File: src/hw/rtl/met_pkg.sv
// Shared types, register codes and fixed-point helpers for the escape-time block.
package met_pkg;

	localparam int OUT_LANES = 4;
	localparam int LANE_W    = $clog2(OUT_LANES);
	localparam int THR_W     = 31;
	localparam int ITER_W    = 16;
	localparam int CNT_W     = 8;
	localparam int CFG_IDX_W = 3;

	localparam logic [CFG_IDX_W-1:0] REG_RE_MIN    = 3'd0;
	localparam logic [CFG_IDX_W-1:0] REG_IM_MIN    = 3'd1;
	localparam logic [CFG_IDX_W-1:0] REG_STEP_RE   = 3'd2;
	localparam logic [CFG_IDX_W-1:0] REG_STEP_IM   = 3'd3;
	localparam logic [CFG_IDX_W-1:0] REG_THRESHOLD = 3'd4;
	localparam logic [CFG_IDX_W-1:0] REG_MAX_ITERS = 3'd5;

	localparam logic signed [31:0] RST_RE_MIN    = -32'sd536870912;
	localparam logic signed [31:0] RST_IM_MIN    = -32'sd268435456;
	localparam logic signed [31:0] RST_STEP_RE   = 32'sd262144;
	localparam logic signed [31:0] RST_STEP_IM   = 32'sd262144;
	localparam logic [THR_W-1:0]   RST_THRESHOLD = 31'd1073741824;
	localparam logic [ITER_W-1:0]  RST_MAX_ITERS = 16'd255;

	typedef struct packed {
		logic [9:0]  col_group;
		logic [11:0] row;
	} met_in_t;

	typedef struct packed {
		logic [CNT_W-1:0] count0;
		logic [CNT_W-1:0] count1;
		logic [CNT_W-1:0] count2;
		logic [CNT_W-1:0] count3;
	} met_out_t;

	typedef struct packed {
		logic signed [31:0] re_min;
		logic signed [31:0] im_min;
		logic signed [31:0] step_re;
		logic signed [31:0] step_im;
		logic [THR_W-1:0]   threshold;
		logic [ITER_W-1:0]  max_iters;
	} met_cfg_t;

	// Clamp to the signed 32-bit range.
	function automatic logic signed [31:0] sat32(input logic signed [63:0] v);
		logic signed [31:0] r;
		if (v > 64'sd2147483647) begin
			r = 32'sh7fffffff;
		end else if (v < -64'sd2147483648) begin
			r = 32'sh80000000;
		end else begin
			r = v[31:0];
		end
		return r;
	endfunction

endpackage

File: src/hw/rtl/met_cfg.sv
// Configuration register file for the escape-time block.
module met_cfg
	import met_pkg::*;
(
	input  logic                 clk,
	input  logic                 arst_n,
	input  logic                 wr_en,
	input  logic [CFG_IDX_W-1:0] wr_index,
	input  logic [31:0]          wr_data,
	output met_cfg_t             regs
);

	met_cfg_t regs_q;

	always_ff @(posedge clk or negedge arst_n) begin
		if (!arst_n) begin
			regs_q.re_min    <= RST_RE_MIN;
			regs_q.im_min    <= RST_IM_MIN;
			regs_q.step_re   <= RST_STEP_RE;
			regs_q.step_im   <= RST_STEP_IM;
			regs_q.threshold <= RST_THRESHOLD;
			regs_q.max_iters <= RST_MAX_ITERS;
		end else if (wr_en) begin
			unique case (wr_index)
				REG_RE_MIN:    regs_q.re_min    <= $signed(wr_data);
				REG_IM_MIN:    regs_q.im_min    <= $signed(wr_data);
				REG_STEP_RE:   regs_q.step_re   <= $signed(wr_data);
				REG_STEP_IM:   regs_q.step_im   <= $signed(wr_data);
				REG_THRESHOLD: regs_q.threshold <= wr_data[THR_W-1:0];
				REG_MAX_ITERS: regs_q.max_iters <= wr_data[ITER_W-1:0];
				default: ;
			endcase
		end
	end

	assign regs = regs_q;

endmodule

File: src/hw/rtl/met_mul.sv
// Shared signed 32x32 multiplier with a registered 64-bit product.
module met_mul
	import met_pkg::*;
(
	input  logic               clk,
	input  logic signed [31:0] a,
	input  logic signed [31:0] b,
	output logic signed [63:0] p
);

	logic signed [63:0] p_q;

	always_ff @(posedge clk) begin
		p_q <= 64'(a) * 64'(b);
	end

	assign p = p_q;

endmodule

File: src/hw/rtl/mandelbrot_escape_time_4lane.sv
// Escape-time counter for four adjacent pixels on one shared multiplier.
//
//   channel | signals                              | direction | beat
//   input   | in_valid, in_stall, in_data          | in        | one pixel group
//   output  | out_valid, out_stall, out_data       | out       | four lane counts
//   config  | cfg_valid, cfg_ready, cfg_index/data | in        | one register write
//
// A group is worked from acceptance to out_valid as: the row product, then for each lane
// the column product and n_k steps, n_k being the steps lane k evaluates, the escaping one
// included (at most max_iters); each step is three products through the one multiplier
// and the compare, and the lanes are worked one after another. The next group is
// accepted only once the sequencer is back in idle.
// Reset clears the sequencer, output valid and the configuration registers to their defaults.
// in_stall is high from acceptance until the result is loaded into the output
// register; a held result only delays the load of the next one.
module mandelbrot_escape_time_4lane
	import met_pkg::*;
#(
	parameter int FRAC_BITS = 28
) (
	input  logic                 clk,
	input  logic                 arst_n,
	input  logic                 in_valid,
	output logic                 in_stall,
	input  met_in_t              in_data,
	output logic                 out_valid,
	input  logic                 out_stall,
	output met_out_t             out_data,
	input  logic                 cfg_valid,
	output logic                 cfg_ready,
	input  logic [CFG_IDX_W-1:0] cfg_index,
	input  logic [31:0]          cfg_data
);

	localparam int COL_W = $clog2(OUT_LANES * 1024 + OUT_LANES);
	localparam int SQ_W  = 63 - FRAC_BITS;
	localparam int CMP_W = (SQ_W + 1 > THR_W) ? SQ_W + 1 : THR_W;

	localparam logic [3:0] ST_IDLE    = 4'd0;
	localparam logic [3:0] ST_CIM_MUL = 4'd1;
	localparam logic [3:0] ST_CIM     = 4'd2;
	localparam logic [3:0] ST_CRE_MUL = 4'd3;
	localparam logic [3:0] ST_CRE     = 4'd4;
	localparam logic [3:0] ST_XY      = 4'd5;
	localparam logic [3:0] ST_TI      = 4'd6;
	localparam logic [3:0] ST_SQI     = 4'd7;
	localparam logic [3:0] ST_CMP     = 4'd8;
	localparam logic [3:0] ST_LANE    = 4'd9;
	localparam logic [3:0] ST_OUT     = 4'd10;

	met_cfg_t cfg;

	logic [3:0]        state_q;
	logic [LANE_W-1:0] lane_q;
	logic              out_valid_q;
	met_out_t          out_q;
	met_in_t           in_q;

	logic signed [31:0] cim_q, cre_q, xr_q, xi_q, sqr_q, sqi_q, tr_q, ti_q;
	logic [SQ_W-1:0]    rr_q;
	logic [CNT_W-1:0]   cnt_q;
	logic [ITER_W-1:0]  it_q;
	logic [CNT_W-1:0]   counts_q [OUT_LANES];

	logic signed [31:0] mul_a, mul_b;
	logic signed [63:0] prod;
	logic signed [63:0] prod_fx;
	logic [COL_W-1:0]   col;
	logic signed [31:0] tr_next, ti_next, xy_s, diff_s, sqi_next;
	logic [SQ_W:0]      mag;
	logic               pass;
	logic               last_iter;
	logic               out_load;

	met_cfg u_cfg (
		.clk      (clk),
		.arst_n   (arst_n),
		.wr_en    (cfg_valid && cfg_ready),
		.wr_index (cfg_index),
		.wr_data  (cfg_data),
		.regs     (cfg)
	);

	met_mul u_mul (
		.clk (clk),
		.a   (mul_a),
		.b   (mul_b),
		.p   (prod)
	);

	assign cfg_ready = 1'b1;
	assign in_stall  = (state_q != ST_IDLE);
	assign out_valid = out_valid_q;
	assign out_data  = out_q;

	assign col = COL_W'(in_q.col_group) * COL_W'(OUT_LANES) + COL_W'(lane_q);

	// Arithmetic shift of the product floors it.
	assign prod_fx = prod >>> FRAC_BITS;

	assign diff_s   = sat32(64'(sqr_q) - 64'(sqi_q));
	assign tr_next  = sat32(64'(diff_s) + 64'(cre_q));
	assign xy_s     = sat32(prod_fx);
	assign ti_next  = sat32(64'(sat32(64'(xy_s) <<< 1)) + 64'(cim_q));
	assign sqi_next = sat32(prod_fx);

	assign mag       = {1'b0, rr_q} + {1'b0, prod_fx[SQ_W-1:0]};
	assign pass      = CMP_W'(mag) < CMP_W'(cfg.threshold);
	assign last_iter = (it_q + 16'd1) == cfg.max_iters;
	assign out_load  = !out_valid_q || !out_stall;

	always_comb begin
		unique case (state_q)
			ST_CIM_MUL: begin
				mul_a = cfg.step_im;
				mul_b = $signed(32'(in_q.row));
			end
			ST_CRE_MUL: begin
				mul_a = cfg.step_re;
				mul_b = $signed(32'(col));
			end
			ST_XY: begin
				mul_a = xr_q;
				mul_b = xi_q;
			end
			ST_TI: begin
				mul_a = tr_q;
				mul_b = tr_q;
			end
			ST_SQI: begin
				mul_a = ti_q;
				mul_b = ti_q;
			end
			default: begin
				mul_a = '0;
				mul_b = '0;
			end
		endcase
	end

	// Sequencer and output register.
	always_ff @(posedge clk or negedge arst_n) begin
		if (!arst_n) begin
			state_q     <= ST_IDLE;
			lane_q      <= '0;
			out_valid_q <= 1'b0;
		end else begin
			if (state_q == ST_OUT && out_load) begin
				out_valid_q <= 1'b1;
			end else if (out_valid_q && !out_stall) begin
				out_valid_q <= 1'b0;
			end
			unique case (state_q)
				ST_IDLE: begin
					if (in_valid) begin
						lane_q  <= '0;
						state_q <= ST_CIM_MUL;
					end
				end
				ST_CIM_MUL: state_q <= ST_CIM;
				ST_CIM:     state_q <= ST_CRE_MUL;
				ST_CRE_MUL: state_q <= ST_CRE;
				ST_CRE: begin
					state_q <= (cfg.max_iters == '0) ? ST_LANE : ST_XY;
				end
				ST_XY:  state_q <= ST_TI;
				ST_TI:  state_q <= ST_SQI;
				ST_SQI: state_q <= ST_CMP;
				ST_CMP: begin
					state_q <= (pass && !last_iter) ? ST_XY : ST_LANE;
				end
				ST_LANE: begin
					if (lane_q == LANE_W'(OUT_LANES - 1)) begin
						state_q <= ST_OUT;
					end else begin
						lane_q  <= lane_q + 1'b1;
						state_q <= ST_CRE_MUL;
					end
				end
				ST_OUT: begin
					if (out_load) begin
						state_q <= ST_IDLE;
					end
				end
				default: state_q <= ST_IDLE;
			endcase
		end
	end

	// Datapath registers.
	always_ff @(posedge clk) begin
		unique case (state_q)
			ST_IDLE: begin
				if (in_valid) begin
					in_q <= in_data;
				end
			end
			ST_CIM: cim_q <= sat32(64'(cfg.im_min) + prod);
			ST_CRE: begin
				cre_q <= sat32(64'(cfg.re_min) + prod);
				xr_q  <= '0;
				xi_q  <= '0;
				sqr_q <= '0;
				sqi_q <= '0;
				it_q  <= '0;
				cnt_q <= '0;
			end
			ST_XY:  tr_q <= tr_next;
			ST_TI:  ti_q <= ti_next;
			ST_SQI: rr_q <= prod_fx[SQ_W-1:0];
			ST_CMP: begin
				if (pass) begin
					cnt_q <= cnt_q + 1'b1;
					it_q  <= it_q + 1'b1;
					xr_q  <= tr_q;
					xi_q  <= ti_q;
					sqr_q <= sat32($signed(64'(rr_q)));
					sqi_q <= sqi_next;
				end
			end
			ST_LANE: counts_q[lane_q] <= cnt_q;
			ST_OUT: begin
				if (out_load) begin
					out_q.count0 <= counts_q[0];
					out_q.count1 <= counts_q[1];
					out_q.count2 <= counts_q[2];
					out_q.count3 <= counts_q[3];
				end
			end
			default: ;
		endcase
	end

endmodule

File: config.mk
export PLATFORM = sky130hd
export DESIGN_NAME = mandelbrot_escape_time_4lane
export DESIGN_NICKNAME = d
export VERILOG_FILES = /design/src/hw/rtl/met_pkg.sv /design/src/hw/rtl/met_cfg.sv /design/src/hw/rtl/met_mul.sv /design/src/hw/rtl/mandelbrot_escape_time_4lane.sv
export SDC_FILE = /design/constraint.sdc
export NUM_CORES = 2
export LEC_CHECK = 0
export ABC_AREA = 0
export BUFFER_PORTS_ARGS = -buffer_cell sky130_fd_sc_hd__buf_2
export CORE_MARGIN = 4
export CORE_UTILIZATION = 57
export CTS_BUF_LIST = sky130_fd_sc_hd__clkbuf_16
export CTS_CLUSTER_DIAMETER = 60
export DETAILED_ROUTE_END_ITERATION = 8
export PLACE_DENSITY = 0.84
export SLEW_MARGIN = 10
export SYNTH_ARGS = -nofsm -noshare
export SYNTH_HDL_FRONTEND = slang
export SYNTH_SLANG_ARGS = --single-unit
File: constraint.sdc
create_clock -name clk -period 35.9 [get_ports clk]
set_input_delay 7.18 -clock clk [delete_from_list [all_inputs] [get_ports clk]]
set_output_delay 7.18 -clock clk [all_outputs]
set_load 0.02 [all_outputs]
Yosys cells after proc, flatten, opt, wreduce, memory -nomap -nowiden --
Memories as Yosys holds them, arrays and structs flattened. A register that Yosys moved wholly into a read port is not among the register bits. Index checks and enable logic that the tools add are counted.
Storage, ports and cells: word-level logic and storage cells 135, input bits 62, output and inout port bits 35, bits in writable memories 32, memories 1, register bits 583
Operators by class: magnitude comparators 16, eq/ne operators 21, mux-type cells 38, reductions and logical operators 25, add/subtract/negate cells 10, multiply operators 1
Memories:
- counts_q | depth 4, bits a word 8, read ports 4, clocked after memory_dff 4, write ports 1, line mandelbrot_escape_time_4lane.sv:63 | logic [CNT_W-1:0] counts_q [OUT_LANES];
Operator list (count):
- $mux 32 | 15
- $pmux 32 s5 | 2
- $pmux 32 s2 | 4
- $gt 33x32->1 const B | 4
- $lt 33x32->1 const B | 4
- $add 32x64->64 | 2
- $gt 64x32->1 const B | 2
- $lt 64x32->1 const B | 2
- $add 32x32->33 | 2
- $mul 32x32->64 | 1
- $pmux 4 s11 | 1
- $add 35x35->36 | 1
- $gt 36x32->1 const B | 1
- $lt 36x31->1 | 1
- $lt 36x32->1 const B | 1
- $gt 35x31->1 const B | 1
- $sub 32x32->33 | 1
- $pmux 16 s2 | 1
- $mux 4 | 5
- $reduce_and 2->1 | 10
- $add 16x1->16 const B | 1
- $eq 16x16->1 | 1
- $eq 4x3->1 const B | 4
- $logic_not 16->1 | 1
- other kinds (25) | 43

Longest topological paths before layout --
depth after elaboration 9, mapped depth 38, depth with buffers taken out 33

Hierarchy --
A second synthesis with hierarchy kept.
Second synthesis, totals: cell total of the unflattened synthesis 7856, area total of the unflattened synthesis 76648.5 sq um
By module, submodules not included:
- met_mul | times used 1, area an instance 37611.1 sq um, cells an instance 3950
- mandelbrot_escape_time_4lane | times used 1, area an instance 32394.8 sq um, cells an instance 3531
- met_cfg | times used 1, area an instance 6642.6 sq um, cells an instance 375

Least setup slack after synthesis --
OpenSTA, ideal clock, no wires.
path type register to register, start register rr_q[0], end register cnt_q[0] (enable), arrival 14.962 ns, library setup time 0.885 ns, stages on the path, launching flop included 20, clock period less this slack 15.847 ns, path slack 20.053 ns, cells stage by stage edfxtp_1 ha_1 fa_1 a21o_1 a21oi_1 o211a_1 o31ai_1 a22oi_1 a31o_2 nand2b_1 nand2b_1 a21oi_1 xnor2_1 ha_1 a2111oi_0 o31ai_1 a2111oi_0 and3_1 o2111ai_1 o31ai_1
On the way: cells in the longest elaborated chain, start to end 4
Ends and longest elaborated chain:
- start: declaration | line mandelbrot_escape_time_4lane.sv:60 | logic [SQ_W-1:0] rr_q;
- start signal: assignment | line mandelbrot_escape_time_4lane.sv:210 | ST_SQI: rr_q <= prod_fx[SQ_W-1:0];
- $add 35x35->36 | line mandelbrot_escape_time_4lane.sv:107 | assign mag = {1'b0, rr_q} + {1'b0, prod_fx[SQ_W-1:0]};
- $lt 36x31->1 | line mandelbrot_escape_time_4lane.sv:108 | assign pass = CMP_W'(mag) < CMP_W'(cfg.threshold);
- $ne 2x2->1 (no line)
- $reduce_and 2->1 (no line)
- end signal: assignment | line mandelbrot_escape_time_4lane.sv:213 | cnt_q <= cnt_q + 1'b1;
- end: declaration | line mandelbrot_escape_time_4lane.sv:61 | logic [CNT_W-1:0] cnt_q;
Every way passes these cells. A chain may end at the register's enable or synchronous reset.

Worst setup path in the final report --
start register state_q[2], end register u_mul.p_q[63] (netlist: u_mul.p[63])
On the way: cells in the longest elaborated chain, start to end 3, elaborated cells on any way between the ends 8, those cells by class mul (1); eq/ne (5); mux (2)
Ends and longest elaborated chain:
- start: declaration | line mandelbrot_escape_time_4lane.sv:53 | logic [3:0] state_q;
- start signal: assignment | line mandelbrot_escape_time_4lane.sv:164 | state_q <= (cfg.max_iters == '0) ? ST_LANE : ST_XY;
- start signal: assignment | line mandelbrot_escape_time_4lane.sv:170 | state_q <= (pass && !last_iter) ? ST_XY : ST_LANE;
- $eq 4x3->1, or another cell as far along | line mandelbrot_escape_time_4lane.sv:113 | unique case (state_q)
- $pmux 32 s5 | line mandelbrot_escape_time_4lane.sv:113
- $mul 32x32->64 (*) | line met_mul.sv:14 | p_q <= 64'(a) * 64'(b);
- end signal: assignment | line met_mul.sv:14
- end: declaration | line met_mul.sv:11 | logic signed [63:0] p_q;
Mark *: on every way between the ends. The rest lies on a longest branch, timed or not.

==> results.ini <==
[clock_network]
clock_path_buffers = 3
cts_tree = built
clock_latency_ps = 650
clk_pin_slew_ps = 70
cts_post_setup_buffers_inserted = 0
holdBufCountCts = 0
root_buffer = clkbuf_16
post_cts_resized = 0
cts_inserted_buffers = 72
htreeDepth = 3
cts_num_sinks = 647

[detailed_routing]
ant_nets = 0
wirelength_um = 244000
first_pass_iters = 8
via_per_inst = 6.32
wl_per_cell_um = 25.1
via_count = 61500
drc = 0
drt_iter0_markers = 7976

[placement]
port_buffers = 95
place_congestion = 1.06
dpl_cell_area_um2 = 77700
hpwl_um = 190000

[synthesis]
ys_top_cells_by_area = fa_1, edfxtp_1, ha_1
yosys.area.top_type = fa_1
seq_area_frac_synth_pct = 23.8
syn-num-nets = 9605
syn_inst = 7978
ys_seq_elements = 647
syn_avg_cell_area_um2 = 9.43
syn_area_um2 = 75200
yosysUniqueCellTypes = 98
post-synth-top-area-fraction_pct = 28.9
synth_edf_count = 401
yosysWarnings = 0
synth-main-ff-cell = edfxtp_1
synthArstFlopShare_pct = 28.1

[timing]
rsz0062_at_grt = no
fmax_ghz = 0.0817
tightest_slew_ps = 1340
setup_viol = 0
timing.setup.tns_ps = 0
clock_skew_ps = 20.3
fin_hold_ws_ps = 416
relSlewSlack_pct = 10.7
finalMaxSlewViolations = 0
fin_crit_ps = 12240
period_share_pct = 34.1
hold_viol = 0

[global_route]
grt_first_pass_wirelength_um = 371000
gr-total-overflow = 0
antenna_found_initial = 23
grt_usage_pct = 35.6
grt_pass1_vias = 63000
grt_start_max_net_pins = 145

[worst_setup_path]
worstPathArrival_ps = 12800
end_kind = register
critPathKind = reg2reg
cp-start-kind = register
path_max_fanout = 55
critical_path_required_ps = 36460

[floorplan]
core-area_um2 = 131000
io_pins = 97
initial_core_util_pct = 57.3
rows = 133
die_h_um = 371
die_area_um2 = 138000
dieWidth_um = 371

[finish]
finalNetCount = 9543
fin_util_pct = 61.1
final.fill_count = 10400
final_cell_mix = inv_1, fa_1, nor2_1, nand2_1, ha_1
mostFrequentLayoutCell = inv_1
drive_above_1_share_pct = 7.38
syn_to_final_growth_pct = 6.60
fin_area_um2 = 80200

[job]
drv_cap = 0

[worst_hold_path]
min_path_type = reg2reg

[outcome]
status = finished, final reports clean

## critical path, stage by stage, from the launching register on
cell and delay [ps]:
dfrtp_1 570, nand2b_1 310, nor2_4 370, buf_4 660
a22oi_1 230, and4_1 610, a21oi_1 730, fa_1 580
fa_1 550, fa_1 420, buf_4 220, fa_1 1060
inv_1 420, fa_1 610, inv_1 60, fa_1 550
fa_1 430, fa_1 470, ha_1 350, a21o_1 220
a211o_1 280, nor2_1 120, a211oi_1 160, a311oi_1 980
o21ai_0 380, a221o_1 370, a21oi_1 170, xnor2_1 130
## sequential cells by signal, summed over array words and instances (netlist names), 4 cells and up
signal	cells
sqi_q	32
cim_q	32
rr_q	35
out_data	32
cnt_q	8
cre_q	32
counts_q	32
xr_q	32
it_q	16
xi_q	32
state_q	4
u_cfg.regs	175
u_mul.p	64
in_q	22
sqr_q	32
ti_q	32
tr_q	32
## layout make-up
class / count / area (µm²) / area share, %
Antenna cell: 11 / 27.5 / 0.0343
Clock buffer: 76 / 1900 / 2.37
Clock inverter: 58 / 561 / 0.699
Inverter: 1141 / 4280 / 5.34
Multi-Input combinational cell: 5808 / 51700 / 64.5
Sequential cell: 647 / 17900 / 22.3
Tap cell: 1755 / 2200 / 2.74
Timing Repair Buffer: 246 / 1640 / 2.04
## logic make-up (layout without fill, tap and decap cells)
kind of cell | count (synthesis) | after routing | synth area share, %
AND/OR/NAND/NOR | 2435 | 2435 | 14.4
adder cells (fa/ha/maj) | 1580 | 1580 | 37.1
buffers and inverters | 1523 | 1521 | 7.68
AO/OA/AOI/OAI | 1309 | 1309 | 10.9
flip-flops | 647 | 647 | 23.8
XOR/XNOR | 321 | 321 | 3.74
multiplexers | 161 | 161 | 2.39
other | 2 | 13 | 0.00998
## routing by layer
metal	share of wire [%]	vias to the layer above	global-route usage [%]
met4	7.8	6	21.9
li1	-	26000	-
met2	42	4196	52.4
met5	0.016	-	0
met1	36	30300	46.3
met3	14	1044	10.7
## cells in the mapped netlist, drive strengths merged (42+ instances only)
cell type  instances
a211oi            42
nand2            851
xnor2            202
and3             107
nand3             79
dfrtp            164
fa              1088
xor2             119
o21ai            327
mux2             147
and2              42
dfxtp             64
nand2b            53
a21oi            404
ha               477
clkbuf           330
o21bai            50
a21o             173
nor2             923
nand4            106
inv             1140
nor2b             50
buf               52
and4              51
nor3              71
edfxtp           401
## per-stage QoR
step | cells | worst slack (ps)
floorplan | 7978 | 20050
global placement | 9596 | 24290
detailed placement | 9596 | 23970
CTS | 9730 | 23900
global route | 9732 | 23230
finish | 9742 | 23660
## worst paths after layout
path / from / endpoint / slack [ps] / cells after the start
worst max register to register: state_q[2] / u_mul.p[63] / 23660 / 27
worst min register to register: counts_q[1][6] / out_data[22] / 420 / 0
worst min-delay path: counts_q[1][6] / out_data[22] / 420 / 0
max in group asynchronous: arst_n / u_cfg.regs[88] / 27920 / 2
min in group asynchronous: arst_n / u_cfg.regs[41] / 6570 / 1
worst max-delay path: state_q[2] / u_mul.p[63] / 23660 / 27
Power is not shown: default switching activity piles up to over one toggle a cycle in this logic, so the estimate is an artifact.
